===== src/sv/ks_pkg.sv =====
// ----------------------------------------------------------------------------
// ks_pkg: shared definitions for the key sorter
// Sizes, controller state codes and the command and status bundles that pass
// between the controller and the datapath.
// ----------------------------------------------------------------------------
package ks_pkg;

  localparam int MAX_ITEMS = 64;
  localparam int KEY_W     = 32;
  localparam int IDX_W     = (MAX_ITEMS > 1) ? $clog2(MAX_ITEMS) : 1;
  localparam int CNT_W     = $clog2(MAX_ITEMS + 1);

  typedef enum logic [3:0] {
    ST_IDLE  = 4'b0001,
    ST_SCAN  = 4'b0010,
    ST_DRAIN = 4'b0100,
    ST_EMIT  = 4'b1000
  } state_e;

  typedef struct packed {
    logic load;        // a key is transferred in this cycle
    logic scan_start;  // restart the search for the next key to emit
    logic issue;       // read the store at the scan address
    logic emit;        // load the best key into the output register
    logic run_clear;   // the run is complete, clear count and flags
  } cmd_t;

  typedef struct packed {
    logic last_addr;   // the scan address is the last held key
    logic out_space;   // the output register can take a result
    logic final_pick;  // the pending result is the last of the run
  } status_t;

endpackage


===== src/sv/ks_ctrl.sv =====
// ----------------------------------------------------------------------------
// ks_ctrl: key sorter controller
// One-hot state machine that sequences loading, repeated selection scans of
// the key store and the transfer of each selected key to the output.
// ----------------------------------------------------------------------------
module ks_ctrl (
  input  logic            clk_i,
  input  logic            rst_ni,
  input  logic            in_valid_i,
  input  logic            last_item_i,
  output logic            in_stall_o,
  input  ks_pkg::status_t status_i,
  output ks_pkg::cmd_t    cmd_o
);
  import ks_pkg::*;

  state_e state_q, state_d;

  always_comb begin
    state_d = state_q;
    cmd_o   = '0;
    case (state_q)
      ST_IDLE: begin
        if (in_valid_i) begin
          cmd_o.load = 1'b1;
          if (last_item_i) begin
            cmd_o.scan_start = 1'b1;
            state_d          = ST_SCAN;
          end
        end
      end
      ST_SCAN: begin
        cmd_o.issue = 1'b1;
        if (status_i.last_addr) begin
          state_d = ST_DRAIN;
        end
      end
      ST_DRAIN: begin
        state_d = ST_EMIT;
      end
      ST_EMIT: begin
        if (status_i.out_space) begin
          cmd_o.emit = 1'b1;
          if (status_i.final_pick) begin
            cmd_o.run_clear = 1'b1;
            state_d         = ST_IDLE;
          end else begin
            cmd_o.scan_start = 1'b1;
            state_d          = ST_SCAN;
          end
        end
      end
      default: begin
        state_d = ST_IDLE;
      end
    endcase
  end

  assign in_stall_o = (state_q != ST_IDLE);

  always_ff @(posedge clk_i or negedge rst_ni) begin
    if (!rst_ni) begin
      state_q <= ST_IDLE;
    end else begin
      state_q <= state_d;
    end
  end

endmodule


===== src/sv/ks_dpath.sv =====
// ----------------------------------------------------------------------------
// ks_dpath: key sorter datapath
// Key store, run counters, the selection compare over registered store reads
// and the output register.
// ----------------------------------------------------------------------------
module ks_dpath (
  input  logic                     clk_i,
  input  logic                     rst_ni,
  input  logic                     cfg_we_i,
  input  logic                     cfg_wdata_i,
  input  logic [ks_pkg::KEY_W-1:0] key_i,
  input  ks_pkg::cmd_t             cmd_i,
  output ks_pkg::status_t          status_o,
  input  logic                     out_stall_i,
  output logic                     out_valid_o,
  output logic [ks_pkg::KEY_W-1:0] sorted_key_o,
  output logic                     last_of_run_o,
  output logic                     overflowed_o
);
  import ks_pkg::*;

  logic [KEY_W-1:0]     mem [MAX_ITEMS];
  logic                 desc_q;
  logic [CNT_W-1:0]     count_q;
  logic                 ovf_q;
  logic [IDX_W-1:0]     scan_idx_q;
  logic [KEY_W-1:0]     rd_key_q;
  logic [IDX_W-1:0]     rd_idx_q;
  logic                 rd_vld_q;
  logic                 best_vld_q;
  logic [KEY_W-1:0]     best_key_q;
  logic [IDX_W-1:0]     best_idx_q;
  logic [MAX_ITEMS-1:0] emitted_q;
  logic [CNT_W-1:0]     out_cnt_q;
  logic                 out_valid_q;
  logic [KEY_W-1:0]     out_key_q;
  logic                 out_last_q;
  logic                 out_ovf_q;

  logic full;
  logic goes_first;
  logic cand_better;

  assign full = (count_q == CNT_W'(MAX_ITEMS));

  // Order test between the key just read and the best key so far.
  assign goes_first  = desc_q ? (rd_key_q > best_key_q) : (rd_key_q < best_key_q);
  assign cand_better = rd_vld_q && !emitted_q[rd_idx_q] && (!best_vld_q || goes_first);

  assign status_o.last_addr  = ((CNT_W'(scan_idx_q) + CNT_W'(1)) == count_q);
  assign status_o.out_space  = !out_valid_q || !out_stall_i;
  assign status_o.final_pick = ((out_cnt_q + CNT_W'(1)) == count_q);

  // Key store: one write port for loading, one registered read port for scans.
  always_ff @(posedge clk_i) begin
    if (cmd_i.load && !full) begin
      mem[count_q[IDX_W-1:0]] <= key_i;
    end
  end

  always_ff @(posedge clk_i) begin
    rd_key_q <= mem[scan_idx_q];
    rd_idx_q <= scan_idx_q;
  end

  always_ff @(posedge clk_i or negedge rst_ni) begin
    if (!rst_ni) begin
      desc_q      <= 1'b0;
      count_q     <= '0;
      ovf_q       <= 1'b0;
      scan_idx_q  <= '0;
      rd_vld_q    <= 1'b0;
      best_vld_q  <= 1'b0;
      emitted_q   <= '0;
      out_cnt_q   <= '0;
      out_valid_q <= 1'b0;
    end else begin
      if (cfg_we_i) begin
        desc_q <= cfg_wdata_i;
      end

      if (cmd_i.run_clear) begin
        count_q <= '0;
        ovf_q   <= 1'b0;
      end else if (cmd_i.load) begin
        if (full) begin
          ovf_q <= 1'b1;
        end else begin
          count_q <= count_q + CNT_W'(1);
        end
      end

      if (cmd_i.scan_start) begin
        scan_idx_q <= '0;
      end else if (cmd_i.issue) begin
        scan_idx_q <= scan_idx_q + IDX_W'(1);
      end
      rd_vld_q <= cmd_i.issue;

      if (cmd_i.scan_start) begin
        best_vld_q <= 1'b0;
      end else if (cand_better) begin
        best_vld_q <= 1'b1;
      end

      if (cmd_i.run_clear) begin
        emitted_q <= '0;
        out_cnt_q <= '0;
      end else if (cmd_i.emit) begin
        emitted_q[best_idx_q] <= 1'b1;
        out_cnt_q             <= out_cnt_q + CNT_W'(1);
      end

      if (cmd_i.emit) begin
        out_valid_q <= 1'b1;
      end else if (!out_stall_i) begin
        out_valid_q <= 1'b0;
      end
    end
  end

  always_ff @(posedge clk_i) begin
    if (!cmd_i.scan_start && cand_better) begin
      best_key_q <= rd_key_q;
      best_idx_q <= rd_idx_q;
    end
    if (cmd_i.emit) begin
      out_key_q  <= best_key_q;
      out_last_q <= status_o.final_pick;
      out_ovf_q  <= ovf_q;
    end
  end

  assign out_valid_o   = out_valid_q;
  assign sorted_key_o  = out_key_q;
  assign last_of_run_o = out_last_q;
  assign overflowed_o  = out_ovf_q;

endmodule


===== src/sv/key_sorter.sv =====
// ----------------------------------------------------------------------------
// key_sorter: run sorter for unsigned keys
// Collects a run of keys and, once the last key is in, returns the run in
// ascending or descending order with an overflow flag on every result.
// ----------------------------------------------------------------------------
//
//  Channel | Signals                                        | Direction
//  --------+------------------------------------------------+----------
//  input   | in_valid_i, in_stall_o, key_i, last_item_i     | in
//  output  | out_valid_o, out_stall_i, sorted_key_o,        | out
//          | last_of_run_o, overflowed_o                    |
//  config  | cfg_we_i, cfg_wdata_i (descending order)       | in
//
// Keys are taken one per cycle while the block is loading. Once the last key
// of a run of n keys has been transferred, each result is found by a full
// scan of the key store through its single registered read port, and the
// next scan starts only after that result is emitted, so any output stall
// delays the run. The input is stalled from the last key until the final
// result has entered the output register. Reset clears the counters, flags,
// order mode and the controller; the key store itself needs no clearing since
// only entries below the held count are ever read.
//
// Keys that arrive while the store is full are dropped and the run is marked
// as overflowed. Among keys of equal value the earliest stored is picked
// first, which is invisible on the output since equal keys are identical.
//
module key_sorter (
  input  logic                     clk_i,
  input  logic                     rst_ni,
  input  logic                     cfg_we_i,
  input  logic                     cfg_wdata_i,
  input  logic                     in_valid_i,
  output logic                     in_stall_o,
  input  logic [ks_pkg::KEY_W-1:0] key_i,
  input  logic                     last_item_i,
  output logic                     out_valid_o,
  input  logic                     out_stall_i,
  output logic [ks_pkg::KEY_W-1:0] sorted_key_o,
  output logic                     last_of_run_o,
  output logic                     overflowed_o
);
  import ks_pkg::*;

  // Commands from the controller and status back from the datapath.
  cmd_t    cmd;
  status_t status;

  ks_ctrl u_ctrl (
    .clk_i       (clk_i),
    .rst_ni      (rst_ni),
    .in_valid_i  (in_valid_i),
    .last_item_i (last_item_i),
    .in_stall_o  (in_stall_o),
    .status_i    (status),
    .cmd_o       (cmd)
  );

  // The datapath holds the store, the selection compare and the output
  // register, so a finished result can wait there while a new run loads.
  ks_dpath u_dpath (
    .clk_i         (clk_i),
    .rst_ni        (rst_ni),
    .cfg_we_i      (cfg_we_i),
    .cfg_wdata_i   (cfg_wdata_i),
    .key_i         (key_i),
    .cmd_i         (cmd),
    .status_o      (status),
    .out_stall_i   (out_stall_i),
    .out_valid_o   (out_valid_o),
    .sorted_key_o  (sorted_key_o),
    .last_of_run_o (last_of_run_o),
    .overflowed_o  (overflowed_o)
  );

endmodule

===== config.mk =====
export PLATFORM = sky130hd
export DESIGN_NAME = key_sorter
export DESIGN_NICKNAME = d
export VERILOG_FILES = /design/src/sv/ks_pkg.sv /design/src/sv/ks_ctrl.sv /design/src/sv/ks_dpath.sv /design/src/sv/key_sorter.sv
export SDC_FILE = /design/constraint.sdc
export NUM_CORES = 2
export LEC_CHECK = 0
export BUFFER_PORTS_ARGS = -buffer_cell sky130_fd_sc_hd__buf_4
export CORE_ASPECT_RATIO = 1.1
export CORE_UTILIZATION = 25
export CTS_CLUSTER_DIAMETER = 120
export DETAILED_ROUTE_END_ITERATION = 10
export PLACE_DENSITY = 0.4
export SLEW_MARGIN = 20
export SYNTH_ARGS = -nofsm -noshare
export SYNTH_HDL_FRONTEND = slang
export SYNTH_SLANG_ARGS = --single-unit

===== constraint.sdc =====
create_clock -name clk_i -period 4.3 [get_ports clk_i]
set_clock_uncertainty 0.2 [all_clocks]
set_input_delay 0.43 -clock clk_i [delete_from_list [all_inputs] [get_ports clk_i]]
set_output_delay 0.43 -clock clk_i [all_outputs]
set_load 0.01 [all_outputs]

* After elaboration in Yosys (flattened, before gate mapping)
Memories as Yosys holds them, arrays and structs flattened. A register that Yosys moved wholly into a read port is not among the register bits.
Index checks and enable logic that the tools add are counted.
W data, S select, Z words.
** Cells by class
- Reduce and logical (&&, ||, !) cells :: 21
- Magnitude comparators :: 5
- $add $sub $neg :: 4
- Equality and inequality tests :: 14
- Multiplexer cells :: 39
- Bitwise gates (word level) :: 1
** Operators by type and width (number)
- $mux W64 :: 2
- $or A64 B64 Y64 :: 1
- $mux W7 :: 5
- $gt A32 B32 Y1 :: 1
- $lt A32 B32 Y1 :: 1
- $mux W1 :: 18
- $mux W4 :: 4
- $pmux W4 S4 :: 1
- $add A7 B1 Y7 const B :: 2
- $eq A7 B7 Y1 :: 2
- $lt A6 B7 Y1 const B :: 2
- $mux W6 :: 2
- $ne A2 B2 Y1 const B :: 5
- $reduce_bool A2 Y1 :: 5
- $mux W2 :: 4
- $add A6 B1 Y7 const B :: 1
- $eq A7 B7 Y1 const B :: 1
- $add A6 B1 Y6 const B :: 1
- $bmux W1 S6 :: 1
- $demux W1 S6 :: 1
- $ge A6 B1 Y1 const B :: 1
- $logic_not A1 Y1 :: 6
- $logic_and A1 B1 Y1 :: 5
- $eq A4 B1 Y1 const B :: 1
- 9 further kinds :: 11
** Word-level totals
- Logic and storage cells :: 101
- Output and inout port bits :: 36
- Register bits :: 171
- Memory bits (writable) :: 2048
- Memories :: 1
** Memories
- u_dpath.mem :: words 64, bits a word 32, read ports 1, clocked after memory_dff 1, wr ports 1, line ks_dpath.sv:22 : logic [KEY_W-1:0] mem [MAX_ITEMS];

* Depth between registers and ports, before layout
- Depth in word-level cells :: 7
- Mapped depth :: 10
- Mapped depth without buffers :: 8

* Cells and area by module
Synthesis repeated with hierarchy kept, for this count alone.
** Second synthesis, totals
- Cells, all modules :: 3644
- Area total of the unflattened synthesis :: 85926.2 µm²
** Modules (own cells, without submodules)
- ks_dpath :: cells an instance 3617, area each 85679.7 µm², instances 1
- ks_ctrl :: cells an instance 27, area each 246.5 µm², instances 1

* Worst setup path after synthesis
OpenSTA, ideal clock, no wires.
- Path type :: reg-to-reg
- Start point :: register u_dpath.out_cnt_q[0]
- End point :: register u_dpath.best_idx_q[0] (enable)
- Setup time :: 0.409 ns
- Data required time :: 3.691 ns
- Path slack :: 0.414 ns
- Path buffers :: 0
- Arrival time :: 3.277 ns
- Stages on the path, launching flop included :: 8
- Cells stage by stage :: dfrtp_1 -> ha_1 -> xnor2_1 -> xnor2_1 -> nor4_1 -> a31oi_1 -> or4b_4 -> a21oi_2
** Between the ends
- Cells in the longest elaborated chain, start to end :: 7
** RTL lines
- start, declared :: line ks_dpath.sv:34 : logic [CNT_W-1:0] out_cnt_q;
- start signal, assigned :: line ks_dpath.sv:111 : out_cnt_q <= out_cnt_q + CNT_W'(1);
- $add A7 B1 Y7 :: line ks_dpath.sv:52 : assign status_o.final_pick = ((out_cnt_q + CNT_W'(1)) == count_q);
- $eq A7 B7 Y1 :: line ks_dpath.sv:52
- $mux W1 :: line ks_ctrl.sv:44 : if (status_i.final_pick) begin
- $mux W1 :: line ks_ctrl.sv:42 : if (status_i.out_space) begin
- $pmux W1 S2 :: line ks_ctrl.sv:22 : case (state_q)
- $logic_not A1 Y1 :: line ks_dpath.sv:123 : if (!cmd_i.scan_start && cand_better) begin
- $logic_and A1 B1 Y1 :: line ks_dpath.sv:123
- end signal, assigned :: line ks_dpath.sv:125 : best_idx_q <= rd_idx_q;
- end, declared :: line ks_dpath.sv:32 : logic [IDX_W-1:0] best_idx_q;
No other way between the ends.
A chain may end at the register's enable or synchronous reset.

* Worst setup path in the final report
- Start point :: register u_dpath.out_cnt_q[0]
- End point :: register u_dpath.best_key_q[27] (enable)
** Between the ends
- Cells in the longest elaborated chain, start to end :: 7
** RTL lines
- $add A7 B1 Y7 :: line ks_dpath.sv:52
- $eq A7 B7 Y1 :: line ks_dpath.sv:52
- $mux W1 :: line ks_ctrl.sv:44
- $mux W1 :: line ks_ctrl.sv:42
- $pmux W1 S2 :: line ks_ctrl.sv:22
- $logic_not A1 Y1 :: line ks_dpath.sv:123
- $logic_and A1 B1 Y1 :: line ks_dpath.sv:123
- end signal, assigned :: line ks_dpath.sv:124 : best_key_q <= rd_key_q;
- end, declared :: line ks_dpath.sv:31 : logic [KEY_W-1:0] best_key_q;
No other way between the ends.

==> qor.txt <==
Final min period -> 3.73 ns
Area Growth Syn to Fin -> 18.8%
Mapped Cells -> 3657
Synthesized net count -> 3732
Switching part of the total power -> 0.259
Unrepaired setup endpoints after global routing -> false
Via count -> 39300
Global Route Usage Sum -> 0.138
Final hold slack -> 0.136 ns
Slowest-stage cell, CP -> or4b_4
Power Density -> 545 mW/mm2
DR WL/cell -> 27.6 um
Mapped cell area -> 0.0861 mm2
Synth warn -> 0
Core area -> 0.342 mm2
Min-Delay Path Class -> input pin to flop
Max Freq -> 0.268 GHz
WP data required -> 4.69 ns
Crit Path Category -> flop to flop
Lkg Pwr -> 0.0312 uW
Status -> finished clean
Routed wire length -> 241000 um
Routability cong. -> 0.727
Share of the synthesized area in the top cell type -> 0.740
Setup TNS -> 0 ns
Share of cells above drive strength 1 -> 0.324
Post-synth EDFFs -> 2120
CTS tree -> done
P_int -> 41300 uW
Crit path cell chain -> ha_1, xnor2_1, xnor2_1, nor4_1, a31oi_1, or4b_4, a21oi_4, buf_12
Synth Register Bits -> 2251
Io pins -> 75
Reg area -> 0.0668 mm2
Clock root cell -> clkbuf_16
Distinct cells, synth -> 63
Initial antenna violation count -> 24
Num rows -> 225
Net switching power -> 14400 uW
Most common cell in the netlist -> edfxtp_1
Area leader, netlist -> edfxtp_1
Fin nets -> 4094
Combinational Power Share -> 0.188
Vias in the first global route -> 42200
Clock Latency Late Sink -> 0.89 ns
Buffers & Inverters on Critical Path -> 1
Reg power frac -> 0.457
Die width -> 561 um
Starting DRT DRC Count -> 3115
Most frequent CP cell -> xnor2_1
1st-pass router iterations -> 5
Clock sink total -> 2251
Syn Area/Cell -> 23.5 um2
CTS H-tree depth -> 4
Setup Buffers After CTS -> 0
Synth cell count leaders -> edfxtp_1, mux4_2, nor2_1, clkbuf_1, dfrtp_1
Multi-input gate area -> 0.0188 mm2
Seq/Total Area, Yosys -> 0.775
FILL cells -> 33000
Final Setup Violations -> 0
Clk pwr share -> 0.354
Max cap viols -> 0
Slew HR -> 0.313
Synth top area cells -> edfxtp_1, mux4_2, dfrtp_1
Synth async-reset ratio -> 0.0413
Final critical-path share of the clock period -> 0.868
Initial Util -> 0.252
# port buffers -> 74
Clk slew on worst S/H paths -> 0.06 ns
Die area -> 0.347 mm2
Inserted Clock Buffers -> 234
Worst-margin pin slew -> 1.03 ns
CP top delay family -> simple AND/OR/NAND/NOR gates
CP peak stage delay -> 0.65 ns
Die H -> 617 um
Worst-path fanout max -> 18
First-pass GRT wire length -> 341000 um
Post-route ant nets -> 0
Post-route DRC -> 0
Clk buf depth -> 4
Drt via density -> 4.50
Largest net degree at the start of global routing -> 65
Final hold vios -> 0
Arrival @ worst endpoint -> 4.13 ns
Critical Path End Type -> flop
Grt ovf -> 0
Main flop type after synthesis -> edfxtp_1
Max Slew Vio Count -> 0
HPWL Detailed -> 141000 um
CP Launch Type -> flop
Peak supply drop -> 0.336 mV
-- path summary, 6_finish.rpt --
check	startpoint	depth (start not counted)	slack, ns	to
setup / recovery	u_dpath.out_cnt_q[0]$_DFFE_PN0P_	8	0.57	u_dpath.best_key_q[27]$_DFFE_PP_
hold / removal	cfg_we_i	3	0.14	u_dpath.desc_q$_DFFE_PN0P_
setup reg to reg	u_dpath.out_cnt_q[0]$_DFFE_PN0P_	8	0.57	u_dpath.best_key_q[27]$_DFFE_PP_
hold reg to reg	u_dpath.best_key_q[18]$_DFFE_PP_	0	0.25	u_dpath.sorted_key_o[18]$_DFFE_PP_
max in group asynchronous	rst_ni	4	2.98	u_dpath.emitted_q[38]$_DFFE_PN0P_
min in group asynchronous	rst_ni	3	0.43	u_ctrl.state_q[0]$_DFFE_PN1P_
-- flip-flops by register name, summed over array words and instances (netlist names), 4 cells and up --
register / flops
u_dpath.best_key_q: 32
u_dpath.emitted_q: 64
u_dpath.scan_idx_q: 6
u_dpath.count_q: 7
u_dpath.mem: 2048
u_ctrl.state_q: 4
u_dpath.out_cnt_q: 7
u_dpath.rd_key_q: 32
u_dpath.rd_idx_q: 6
u_dpath.sorted_key_o: 32
u_dpath.best_idx_q: 6
-- power by group through the flow --
stage / Combinational (uW) / Clock (uW) / Sequential, uW
after global routing: 11300 / 21100 / 25500
after floorplan: 7040 / 0 / 25400
after CTS: 10800 / 20400 / 25500
after detailed placement: 10800 / 0 / 26000
final: 10500 / 19800 / 25500
after global placement: 10700 / 0 / 26000
-- kinds of logic after synthesis --
logic type                 after synthesis  share of synthesized area
DFF                                   2251                      0.775
muxes                                  696                      0.181
and+or+nand+nor                        289                     0.0155
buffers and inverters                  232                     0.0113
AOI/OAI and AO/OA                      129                    0.00862
adders and majority gates               36                    0.00523
xor gates and xnor gates                24                    0.00244
-- routing by layer --
layer	up-vias	global-route usage	part of all wire
met3	324	0.0166	0.028
met4	0	0.0282	0.017
met1	22100	0.183	0.44
met2	613	0.244	0.51
met5	-	0	0
li1	16300	-	-
-- final cells by class --
cell class                      instances  share of cell area
Sequential cell                      2251               0.653
Multi-Input combinational cell       1174               0.184
Clock buffer                          307              0.0623
Tap cell                             4540              0.0555
Timing Repair Buffer                  317              0.0342
Clock inverter                        107             0.00922
Inverter                               41             0.00158
Antenna cell                            6            0.000147
-- what timing repair did --
action,in CTS,in global routing
hold endpoints to repair,2131,0
hold buffers,41,0
resized for setup,0,0
-- tightest hold or removal path, stage by stage --
cell	delay (ns)
buf_4	0.08
mux2_2	0.13
dlygate4sd3_1	0.54
-- cells in the final DEF (no fill, tap or decap), types with 5 or more instances in the layout --
cell and instances:
o21ai_0 16, nand2b_1 5, nor2_1 102, bufinv_16 16, dfxtp_1 38, clkinvlp_4 6, nor3b_1 5, a21oi_1 80
xor2_1 7, and2_1 9, nand3_1 15, buf_4 196, nor3_1 12, buf_12 80, dlygate4sd3_1 40, nand4_1 7
inv_1 39, ha_1 36, nor2_4 64, clkinv_2 37, clkbuf_8 20, a31oi_1 5, xnor2_1 17, nand2_1 34
mux4_2 682, mux4_1 7, clkbuf_1 51, clkbuf_16 236, dfrtp_1 87, and3_1 7, clkinv_1 44, edfxtp_1 2120
diode_2 6
-- per-stage QoR --
step	total power (uW)	cells	area, um2	setup slack (ns)	util
after global placement	36700	8282	94500	0.493	0.276
after global routing	57900	8739	102000	0.357	0.299
final	55700	8743	102000	0.566	0.299
after detailed placement	36800	8282	94500	0.574	0.276
after CTS	56800	8737	102000	0.572	0.299
after floorplan	32400	3657	86100	0.414	-
Note: power is estimated with default switching activity, not from simulation.
